`config.mk`:
```
export PLATFORM = sky130hd
export DESIGN_NAME = single_source_shortest_path_flat
export DESIGN_NICKNAME = d
export VERILOG_FILES = /design/src/rtl/core/ssp_pkg.sv /design/src/rtl/core/ssp_if.sv /design/src/rtl/core/ssp_ctrl.sv /design/src/rtl/core/ssp_dpath.sv /design/src/rtl/core/single_source_shortest_path.sv /design/src/flat_wrapper.sv
export SDC_FILE = /design/constraint.sdc
export NUM_CORES = 1
export LEC_CHECK = 0
export BUFFER_PORTS_ARGS = -buffer_cell sky130_fd_sc_hd__buf_2
export CORE_MARGIN = 10
export CORE_UTILIZATION = 70
export CTS_BUF_LIST = sky130_fd_sc_hd__clkbuf_4
export DETAILED_ROUTE_END_ITERATION = 6
export PLACE_DENSITY = 0.87
export SKIP_CTS_REPAIR_TIMING = 1
export SYNTH_ARGS = -nofsm -noshare
export SYNTH_HDL_FRONTEND = slang
export SYNTH_SLANG_ARGS = --single-unit
```
`constraint.sdc`:
```
create_clock -name i_clk -period 13.1 [get_ports i_clk]
set_input_delay 1.31 -clock i_clk [delete_from_list [all_inputs] [get_ports i_clk]]
set_output_delay 1.31 -clock i_clk [all_outputs]
set_load 0.005 [all_outputs]
```
`src/rtl/core/ssp_pkg.sv`:
```
// Shared types, constants and codes for the shortest-path block.
`default_nettype none

package ssp_pkg;

    // Default vertex count
    localparam int SSP_VERTICES = 8;

    // Fixed field widths
    localparam int VTX_W  = 3;
    localparam int WGT_W  = 16;
    localparam int DIST_W = 24;

    // Weight at or above this value means no edge
    localparam logic signed [WGT_W-1:0] NO_EDGE = 16'sd9999;

    // Saturation limits of a distance, one bit wider than a distance
    localparam logic signed [DIST_W:0] DIST_MAX = 25'sd8388607;
    localparam logic signed [DIST_W:0] DIST_MIN = -25'sd8388608;

    // Item opcodes
    typedef enum logic {
        OP_WRITE = 1'b0,
        OP_RUN   = 1'b1
    } t_ssp_op;

    // Controller states
    typedef enum logic [2:0] {
        S_CLEAR,
        S_IDLE,
        S_INIT,
        S_READ,
        S_RELAX,
        S_OUT_READ,
        S_OUT_LOAD
    } t_ssp_state;

    // Controller to datapath commands
    typedef struct packed {
        logic clr_we;
        logic wt_we;
        logic run_start;
        logic init_we;
        logic relax_en;
        logic check_en;
        logic out_load;
    } t_ssp_cmd;

    // Datapath to controller status
    typedef struct packed {
        logic out_free;
    } t_ssp_sts;

endpackage

`default_nettype wire

```
`src/rtl/core/ssp_if.sv`:
```
// Input and result channel interfaces of the shortest-path block.
`default_nettype none

interface ssp_in_if;
    import ssp_pkg::*;
    logic                    valid;
    logic                    ready;
    logic                    opcode;
    logic [VTX_W-1:0]        src_vertex;
    logic [VTX_W-1:0]        dst_vertex;
    logic signed [WGT_W-1:0] weight;

    modport source (output valid, opcode, src_vertex, dst_vertex, weight, input ready);
    modport sink   (input valid, opcode, src_vertex, dst_vertex, weight, output ready);
endinterface

interface ssp_out_if;
    import ssp_pkg::*;
    logic                     valid;
    logic                     ready;
    logic [VTX_W-1:0]         vertex;
    logic signed [DIST_W-1:0] distance;
    logic                     reachable;
    logic                     negative_cycle;
    logic                     last;

    modport source (output valid, vertex, distance, reachable, negative_cycle, last,
                    input ready);
    modport sink   (input valid, vertex, distance, reachable, negative_cycle, last,
                    output ready);
endinterface

`default_nettype wire

```
`src/rtl/core/ssp_ctrl.sv`:
```
// Sequencer of the shortest-path block: clearing, loading, relaxation passes, readout.
`default_nettype none

module ssp_ctrl
    import ssp_pkg::*;
#(
    parameter int VERTICES = SSP_VERTICES
) (
    input  wire logic                                   i_clk,
    input  wire logic                                   i_rst_n,
    input  wire logic                                   i_in_valid,
    input  wire logic                                   i_opcode,
    output logic                                        o_in_ready,
    input  wire t_ssp_sts                               i_sts,
    output t_ssp_cmd                                    o_cmd,
    output logic [$clog2(VERTICES)-1:0]                 o_u,
    output logic [$clog2(VERTICES)-1:0]                 o_v,
    output logic [$clog2(VERTICES*VERTICES)-1:0]        o_clr
);

    localparam int IW = $clog2(VERTICES);
    localparam int CW = $clog2(VERTICES*VERTICES);

    t_ssp_state      r_state, n_state;
    logic [IW-1:0]   r_u, n_u;
    logic [IW-1:0]   r_v, n_v;
    logic [IW-1:0]   r_pass, n_pass;
    logic            r_check, n_check;
    logic [CW-1:0]   r_clr, n_clr;
    logic            u_last, v_last, pass_last;

    assign u_last    = (r_u == IW'(VERTICES-1));
    assign v_last    = (r_v == IW'(VERTICES-1));
    assign pass_last = (r_pass == IW'(VERTICES-2));

    assign o_u   = r_u;
    assign o_v   = r_v;
    assign o_clr = r_clr;

    // Hold state and loop counters
    always_ff @(posedge i_clk) begin
        if (!i_rst_n) begin
            r_state <= S_CLEAR;
            r_u     <= '0;
            r_v     <= '0;
            r_pass  <= '0;
            r_check <= 1'b0;
            r_clr   <= '0;
        end else begin
            r_state <= n_state;
            r_u     <= n_u;
            r_v     <= n_v;
            r_pass  <= n_pass;
            r_check <= n_check;
            r_clr   <= n_clr;
        end
    end

    // Next state and commands
    always_comb begin
        n_state    = r_state;
        n_u        = r_u;
        n_v        = r_v;
        n_pass     = r_pass;
        n_check    = r_check;
        n_clr      = r_clr;
        o_cmd      = '0;
        o_in_ready = 1'b0;
        unique case (r_state)
            S_CLEAR: begin
                o_cmd.clr_we = 1'b1;
                if (r_clr == CW'(VERTICES*VERTICES-1)) begin
                    n_clr   = '0;
                    n_state = S_IDLE;
                end else begin
                    n_clr = r_clr + 1'b1;
                end
            end
            S_IDLE: begin
                o_in_ready = 1'b1;
                if (i_in_valid) begin
                    if (i_opcode == OP_RUN) begin
                        o_cmd.run_start = 1'b1;
                        n_u             = '0;
                        n_state         = S_INIT;
                    end else begin
                        o_cmd.wt_we = 1'b1;
                    end
                end
            end
            S_INIT: begin
                o_cmd.init_we = 1'b1;
                if (u_last) begin
                    n_u     = '0;
                    n_v     = '0;
                    n_pass  = '0;
                    n_check = 1'b0;
                    n_state = S_READ;
                end else begin
                    n_u = r_u + 1'b1;
                end
            end
            S_READ: begin
                n_state = S_RELAX;
            end
            S_RELAX: begin
                if (r_check) begin
                    o_cmd.check_en = 1'b1;
                end else begin
                    o_cmd.relax_en = 1'b1;
                end
                n_state = S_READ;
                if (v_last) begin
                    n_v = '0;
                    if (u_last) begin
                        n_u = '0;
                        if (r_check) begin
                            n_check = 1'b0;
                            n_state = S_OUT_READ;
                        end else if (pass_last) begin
                            n_pass  = '0;
                            n_check = 1'b1;
                        end else begin
                            n_pass = r_pass + 1'b1;
                        end
                    end else begin
                        n_u = r_u + 1'b1;
                    end
                end else begin
                    n_v = r_v + 1'b1;
                end
            end
            S_OUT_READ: begin
                n_state = S_OUT_LOAD;
            end
            S_OUT_LOAD: begin
                if (i_sts.out_free) begin
                    o_cmd.out_load = 1'b1;
                    if (u_last) begin
                        n_u     = '0;
                        n_state = S_IDLE;
                    end else begin
                        n_u     = r_u + 1'b1;
                        n_state = S_OUT_READ;
                    end
                end
            end
            default: begin
                n_state = S_IDLE;
            end
        endcase
    end

endmodule

`default_nettype wire

```
`src/rtl/core/ssp_dpath.sv`:
```
// Datapath of the shortest-path block: weight and distance memories, relax unit, result register.
`default_nettype none

module ssp_dpath
    import ssp_pkg::*;
#(
    parameter int VERTICES = SSP_VERTICES
) (
    input  wire logic                                   i_clk,
    input  wire logic                                   i_rst_n,
    input  wire t_ssp_cmd                               i_cmd,
    output t_ssp_sts                                    o_sts,
    input  wire logic [$clog2(VERTICES)-1:0]            i_u,
    input  wire logic [$clog2(VERTICES)-1:0]            i_v,
    input  wire logic [$clog2(VERTICES*VERTICES)-1:0]   i_clr,
    input  wire logic [VTX_W-1:0]                       i_src_vertex,
    input  wire logic [VTX_W-1:0]                       i_dst_vertex,
    input  wire logic signed [WGT_W-1:0]                i_weight,
    output logic                                        o_valid,
    input  wire logic                                   i_ready,
    output logic [VTX_W-1:0]                            o_vertex,
    output logic signed [DIST_W-1:0]                    o_distance,
    output logic                                        o_reachable,
    output logic                                        o_negative_cycle,
    output logic                                        o_last
);

    localparam int IW = $clog2(VERTICES);
    localparam int WAW = $clog2(VERTICES*VERTICES);

    // Weight matrix and per-vertex {reached, distance} words
    logic [WGT_W-1:0]  r_wmem [VERTICES*VERTICES];
    logic [DIST_W:0]   r_dmem [VERTICES];

    logic [WGT_W-1:0]         r_w_rd;
    logic [DIST_W:0]          r_da;
    logic [DIST_W:0]          r_db;
    logic [VTX_W-1:0]         r_start;
    logic                     r_cycle;
    logic                     r_out_valid;
    logic [VTX_W-1:0]         r_out_vertex;
    logic signed [DIST_W-1:0] r_out_dist;
    logic                     r_out_reach;
    logic                     r_out_cycle;
    logic                     r_out_last;

    logic                     wt_ok;
    logic                     w_we;
    logic [WAW-1:0]           w_waddr;
    logic [WGT_W-1:0]         w_wdata;
    logic [WAW-1:0]           w_raddr;
    logic                     d_we;
    logic [IW-1:0]            d_waddr;
    logic [DIST_W:0]          d_wdata;
    logic signed [WGT_W-1:0]  wt;
    logic signed [DIST_W-1:0] da;
    logic signed [DIST_W-1:0] db;
    logic signed [DIST_W:0]   sum;
    logic signed [DIST_W-1:0] cand;
    logic                     improve;
    logic                     is_start;

    assign o_sts.out_free = !r_out_valid || i_ready;

    // Select weight write: clearing sweep or an edge item inside the matrix
    assign wt_ok = (32'(i_src_vertex) < 32'(VERTICES)) && (32'(i_dst_vertex) < 32'(VERTICES));
    always_comb begin
        w_we    = i_cmd.clr_we || (i_cmd.wt_we && wt_ok);
        w_waddr = i_clr;
        w_wdata = NO_EDGE;
        if (i_cmd.wt_we) begin
            w_waddr = WAW'(32'(i_src_vertex) * 32'(VERTICES) + 32'(i_dst_vertex));
            w_wdata = (i_weight >= NO_EDGE) ? NO_EDGE : i_weight;
        end
    end
    assign w_raddr = WAW'(32'(i_u) * 32'(VERTICES) + 32'(i_v));

    // Write and read the weight matrix
    always_ff @(posedge i_clk) begin
        if (w_we) begin
            r_wmem[w_waddr] <= w_wdata;
        end
        r_w_rd <= r_wmem[w_raddr];
    end

    // Relax edge u->v from the registered reads
    assign wt  = r_w_rd;
    assign da  = r_da[DIST_W-1:0];
    assign db  = r_db[DIST_W-1:0];
    assign sum = {da[DIST_W-1], da} + {{(DIST_W+1-WGT_W){wt[WGT_W-1]}}, wt};
    always_comb begin
        if (sum > DIST_MAX) begin
            cand = DIST_MAX[DIST_W-1:0];
        end else if (sum < DIST_MIN) begin
            cand = DIST_MIN[DIST_W-1:0];
        end else begin
            cand = sum[DIST_W-1:0];
        end
    end
    assign improve = r_da[DIST_W] && (wt < NO_EDGE) && (!r_db[DIST_W] || (cand < db));

    // Select distance write: start-of-run init at u or an improvement at v
    assign is_start = (32'(i_u) == 32'(r_start));
    always_comb begin
        d_we    = i_cmd.init_we || (i_cmd.relax_en && improve);
        d_waddr = i_v;
        d_wdata = {1'b1, cand};
        if (i_cmd.init_we) begin
            d_waddr = i_u;
            d_wdata = {is_start, {DIST_W{1'b0}}};
        end
    end

    // Write and read the distance memory
    always_ff @(posedge i_clk) begin
        if (d_we) begin
            r_dmem[d_waddr] <= d_wdata;
        end
        r_da <= r_dmem[i_u];
        r_db <= r_dmem[i_v];
    end

    // Latch the start vertex and track the negative-cycle flag
    always_ff @(posedge i_clk) begin
        if (!i_rst_n) begin
            r_cycle <= 1'b0;
        end else if (i_cmd.run_start) begin
            r_cycle <= 1'b0;
        end else if (i_cmd.check_en && improve) begin
            r_cycle <= 1'b1;
        end
    end
    always_ff @(posedge i_clk) begin
        if (i_cmd.run_start) begin
            r_start <= i_src_vertex;
        end
    end

    // Load or drop the result register
    always_ff @(posedge i_clk) begin
        if (!i_rst_n) begin
            r_out_valid <= 1'b0;
        end else if (i_cmd.out_load) begin
            r_out_valid <= 1'b1;
        end else if (i_ready) begin
            r_out_valid <= 1'b0;
        end
    end
    always_ff @(posedge i_clk) begin
        if (i_cmd.out_load) begin
            r_out_vertex <= VTX_W'(i_u);
            r_out_dist   <= r_da[DIST_W] ? r_da[DIST_W-1:0] : '0;
            r_out_reach  <= r_da[DIST_W];
            r_out_cycle  <= r_cycle;
            r_out_last   <= (i_u == IW'(VERTICES-1));
        end
    end

    assign o_valid          = r_out_valid;
    assign o_vertex         = r_out_vertex;
    assign o_distance       = r_out_dist;
    assign o_reachable      = r_out_reach;
    assign o_negative_cycle = r_out_cycle;
    assign o_last           = r_out_last;

endmodule

`default_nettype wire

```
`src/rtl/core/single_source_shortest_path.sv`:
```
// Bellman-Ford shortest path over a dense weight matrix, top level.
// Reset: synchronous, active low; a clearing pass then sets every weight to no edge,
//   and no item is accepted until it ends.
// Edge write items: one per cycle while the block is idle, no result.
// Run items: an init step per vertex, then VERTICES passes (VERTICES-1 relaxing, one checking)
//   of VERTICES*VERTICES relaxations, each a read step (weight and distances) then a relax step,
//   then per result a distance read and a load that waits for the result register to be free.
`default_nettype none

module single_source_shortest_path
    import ssp_pkg::*;
#(
    parameter int VERTICES = SSP_VERTICES
) (
    input  wire logic i_clk,
    input  wire logic i_rst_n,
    ssp_in_if.sink    i_in,
    ssp_out_if.source o_out
);

    localparam int IW = $clog2(VERTICES);
    localparam int CW = $clog2(VERTICES*VERTICES);

    t_ssp_cmd      cmd;
    t_ssp_sts      sts;
    logic [IW-1:0] idx_u;
    logic [IW-1:0] idx_v;
    logic [CW-1:0] idx_clr;

    // Sequencer
    ssp_ctrl #(
        .VERTICES (VERTICES)
    ) u_ctrl (
        .i_clk      (i_clk),
        .i_rst_n    (i_rst_n),
        .i_in_valid (i_in.valid),
        .i_opcode   (i_in.opcode),
        .o_in_ready (i_in.ready),
        .i_sts      (sts),
        .o_cmd      (cmd),
        .o_u        (idx_u),
        .o_v        (idx_v),
        .o_clr      (idx_clr)
    );

    // Memories, relax unit and result register
    ssp_dpath #(
        .VERTICES (VERTICES)
    ) u_dpath (
        .i_clk            (i_clk),
        .i_rst_n          (i_rst_n),
        .i_cmd            (cmd),
        .o_sts            (sts),
        .i_u              (idx_u),
        .i_v              (idx_v),
        .i_clr            (idx_clr),
        .i_src_vertex     (i_in.src_vertex),
        .i_dst_vertex     (i_in.dst_vertex),
        .i_weight         (i_in.weight),
        .o_valid          (o_out.valid),
        .i_ready          (o_out.ready),
        .o_vertex         (o_out.vertex),
        .o_distance       (o_out.distance),
        .o_reachable      (o_out.reachable),
        .o_negative_cycle (o_out.negative_cycle),
        .o_last           (o_out.last)
    );

endmodule

`default_nettype wire

```
`src/flat_wrapper.sv`:
```
// flat-port wrapper written by rule: the top's interface ports become plain ports
module single_source_shortest_path_flat import ssp_pkg::*;
#(
    parameter int VERTICES = SSP_VERTICES
)
  (i_clk, i_rst_n, i_in_valid, i_in_opcode, i_in_src_vertex, i_in_dst_vertex, i_in_weight, i_in_ready, o_out_valid, o_out_vertex, o_out_distance, o_out_reachable, o_out_negative_cycle, o_out_last, o_out_ready);
  ssp_in_if i_in_i ();
  ssp_out_if o_out_i ();
  input  wire logic i_clk;
  input  wire logic i_rst_n;
  input wire logic [$bits(i_in_i.valid)-1:0] i_in_valid;
  input wire logic [$bits(i_in_i.opcode)-1:0] i_in_opcode;
  input wire logic [$bits(i_in_i.src_vertex)-1:0] i_in_src_vertex;
  input wire logic [$bits(i_in_i.dst_vertex)-1:0] i_in_dst_vertex;
  input wire logic [$bits(i_in_i.weight)-1:0] i_in_weight;
  output wire logic [$bits(i_in_i.ready)-1:0] i_in_ready;
  output wire logic [$bits(o_out_i.valid)-1:0] o_out_valid;
  output wire logic [$bits(o_out_i.vertex)-1:0] o_out_vertex;
  output wire logic [$bits(o_out_i.distance)-1:0] o_out_distance;
  output wire logic [$bits(o_out_i.reachable)-1:0] o_out_reachable;
  output wire logic [$bits(o_out_i.negative_cycle)-1:0] o_out_negative_cycle;
  output wire logic [$bits(o_out_i.last)-1:0] o_out_last;
  input wire logic [$bits(o_out_i.ready)-1:0] o_out_ready;
  assign i_in_i.valid = i_in_valid;
  assign i_in_i.opcode = i_in_opcode;
  assign i_in_i.src_vertex = i_in_src_vertex;
  assign i_in_i.dst_vertex = i_in_dst_vertex;
  assign i_in_i.weight = i_in_weight;
  assign i_in_ready = i_in_i.ready;
  assign o_out_valid = o_out_i.valid;
  assign o_out_vertex = o_out_i.vertex;
  assign o_out_distance = o_out_i.distance;
  assign o_out_reachable = o_out_i.reachable;
  assign o_out_negative_cycle = o_out_i.negative_cycle;
  assign o_out_last = o_out_i.last;
  assign o_out_i.ready = o_out_ready;
  single_source_shortest_path #(.VERTICES(VERTICES)) u_core (.i_clk(i_clk), .i_rst_n(i_rst_n), .i_in(i_in_i), .o_out(o_out_i));
endmodule
```
==> results.tsv <==
stage	metric	value	unit
run_status	status	finished, final reports clean	
cts	cts.path.max_buffers	4	
critical_path	crit_end	u_core.u_dpath.r_dmem[0][9]	
final_layout	final_cells	4253	
final_layout	mostFrequentLayoutCell	edfxtp_1	
sta	tns	0	ps
die	start_util	0.705	
logic_synthesis	synth-edff-count	1257	
critical_path	rr_endpoint	u_core.u_dpath.r_dmem[0][9]	
logic_synthesis	ys_ff_latch	1344	
sta	clock.fmax	0.148	GHz
cts	clkLatencyLatePin	1160	ps
route	avgRoutedWirePerCell	32.9	um
sta	drv_slew	0	
final_layout	most-common-layout-cells	edfxtp_1, clkbuf_4, mux4_2	
cts	clk_pin_slew_worst_paths	70	ps
logic_synthesis	synth_top_area_share	0.692	
route	drc	0	
flow_run	max-cap-violations	0	
power	clock_power_share	0.334	
cts	cts_root_buf	clkbuf_4	
critical_path	crit_arrival	7420	ps
logic_synthesis	ys_seq_area_frac	0.724	
die	die_h	299	um
logic_synthesis	synth_area_leaders	edfxtp_1, mux4_2, dfxtp_1	
sta	setup_violations	0	
cts	htreeDepth	5	
critical_path	crit_path_end_kind	flip-flop	
final_layout	final_layout_size_suffix_gt1_frac	0.370	
min_path	hold_path_class	flip-flop to flip-flop	
sta	hold_violations	0	
route	vias	30300	
power	ir_worst_vdd	0.123	mV
route	wirelength	140000	um
placed_design	placed_area	56300	um2
placed_design	dpl.hpwl	80800	um
sta	fin_worst_skew	112	ps
sta	rsz0062_at_grt	false	
power	netSwitchingFraction	0.280	
sta	period_share	0.514	
sta	maxSlewHeadroom	0.0471	
power	p_int	0.00746	W
cts	tritoncts	yes	
cts	cts_buffers	337	
logic_synthesis	syn_avg_cell_area	20.8	um2
critical_path	r2r-start	u_core.u_dpath.r_w_rd[15]	
die	io_pins	59	
placed_design	dp_cells	3662	
critical_path	cp-start-kind	flip-flop	
final_layout	fin_nets	3042	
global_routing	grt_use_met3	0.0933	
logic_synthesis	synth_largest_area_cell	edfxtp_1	
route	firstDrtPassIters	6	
logic_synthesis	syn_area	54500	um2
logic_synthesis	yosys_warnings	0	
global_routing	overflow	0	
sta	worst_pin_slew	1430	ps
critical_path	critPathLaunch	u_core.u_dpath.r_w_rd[15]	
global_routing	grt_use_met2	0.506	
power	leakage	20.9	nW
critical_path	cp.required	13780	ps
critical_path	rr_worst_depth	17	
power	p_seq_frac	0.498	
power	p_sw	0.00290	W
cts	clock-sinks	1344	
global_routing	grt.busiest_layer	met2	
route	ant_nets	0	
logic_synthesis	synth-async-reset-ratio	0	
placed_design	io_buffers	58	
global_routing	antenna_found_initial	24	
global_routing	grt_pass1_vias	31100	
die	coreArea	77300	um2
placed_design	dp_slack	6470	ps
power	p_per_area	171	nW/um2
critical_path	crit_type	flip-flop to flip-flop	
final_layout	area_delta_synth_final	11.0	%
logic_synthesis	synth-main-ff-cell	edfxtp_1	
die	dieArea	89500	um2
global_routing	grt_usage	0.319	
die	chipWidth	299	um
sta	setup_ws	6360	ps
critical_path	r2r_setup_slack	6360	ps
sta	min_period	6740	ps
global_routing	grt_max_degree	165	
route	drt_iter0_markers	4320	
route	viasPerCell	7.11	
global_routing	grt.met1_usage	0.403	
logic_synthesis	syn_inst	2617	
critical_path	path_max_fanout	25	
global_routing	grt_pass1_wl	208000	um
logic_synthesis	syn-num-nets	2697	
power	comb_power_share	0.169	
placed_design	gp_congestion	0.914	
logic_synthesis	synth.distinct_cells	70	
final_layout	fillers	3732	
final_layout	fin_area	60500	um2
die	row_count	102	
## sequential cells by signal, indices dropped and copies added, names as in the netlist, 6 cells and up
| register | cells |
|---|---|
| u_core.u_dpath.r_wmem | 1024 |
| u_core.u_dpath.r_dmem | 200 |
| u_core.u_dpath.r_da | 25 |
| u_core.u_dpath.r_db | 25 |
| u_core.u_dpath.o_distance | 24 |
| u_core.u_dpath.r_w_rd | 16 |
| u_core.u_ctrl.o_clr | 6 |
## power groups by stage
stage / Clock, W / Combinational, W / Sequential [W]
6_report: 0.00346 / 0.00175 / 0.00515
3_5_place_dp: 0 / 0.00168 / 0.00524
2_1_floorplan: 0 / 0.00115 / 0.00520
3_3_place_gp: 0 / 0.00161 / 0.00523
5_1_grt: 0.00372 / 0.00187 / 0.00516
4_1_cts: 0.00350 / 0.00170 / 0.00515
## worst max-delay path, cell delays in order, from the launching register on
cell and delay (ps):
dfxtp_1 600, ha_1 380, o21ai_0 170, o21ba_2 230
a21o_1 160, o22ai_2 300, inv_2 130, nor3_2 880
o21a_1 270, ha_1 250, and2_0 170, a221o_1 300
a221oi_1 300, o211ai_1 170, o21bai_1 200, a311oi_2 650
nand3_1 240, o21ai_4 940
## synthesized netlist by cell type (25+ instances only)
master	instances
a21o_1	25
a21oi_1	40
and2_1	54
buf_1	26
buf_2	37
clkbuf_1	67
dfxtp_1	87
edfxtp_1	1257
ha_1	52
inv_1	41
mux2_2	51
mux4_2	436
nand2_1	51
nor2_1	105
o21ai_0	28
## cell families after synthesis
group,synth area share
AO/OA/AOI/OAI,0.0212
XOR/XNOR,0.00418
adder cells (fa/ha/maj),0.0127
buffers and inverters,0.0130
flip-flops,0.724
multiplexers,0.192
AND/OR/NAND/NOR,0.0327
## final cells by class
cell class	instances	area, um2	area share
multi-input combinational	1099	14400	0.239
timing repair buffer	138	928	0.0153
tap	1040	1300	0.0215
clock inverter	104	568	0.00939
inverter	42	158	0.00261
antenna	8	20.0	0.000331
sequential	1344	39500	0.653
clock buffer	478	3590	0.0593
## per-layer routing
metal  wire [um]  vias up
met1       46200    15200
li1            -    11800
met3       16900      582
met5         239        -
met4        7570       36
met2       69200     2638
## per-stage QoR
step                       util  power (W)  hold slack (ps)
after global routing      0.782     0.0108              455
after CTS                 0.782     0.0103              467
after global placement    0.728    0.00684              524
final                     0.782     0.0104              541
after floorplan               -    0.00636              408
after detailed placement  0.728    0.00693              538
## how the worst min path moves through the flow
| stage | start | to | slack, ps | cells after the start |
|---|---|---|---|---|
| CTS | i_in_src_vertex[1] | u_core.u_dpath.r_start[1] | 470 | 1 |
| floorplan | u_core.u_dpath.r_cycle | u_core.u_dpath.o_negative_cycle | 410 | 0 |
| global route | i_in_src_vertex[1] | u_core.u_dpath.r_start[1] | 460 | 1 |
| finish | u_core.u_dpath.r_da[18] | u_core.u_dpath.o_distance[18] | 540 | 1 |
| global placement | u_core.u_ctrl.o_clr[1] | u_core.u_ctrl.o_clr[1] | 520 | 2 |
| detailed placement | u_core.u_dpath.r_cycle | u_core.u_dpath.r_cycle | 540 | 2 |
Note: power is estimated with default switching activity, not from simulation.
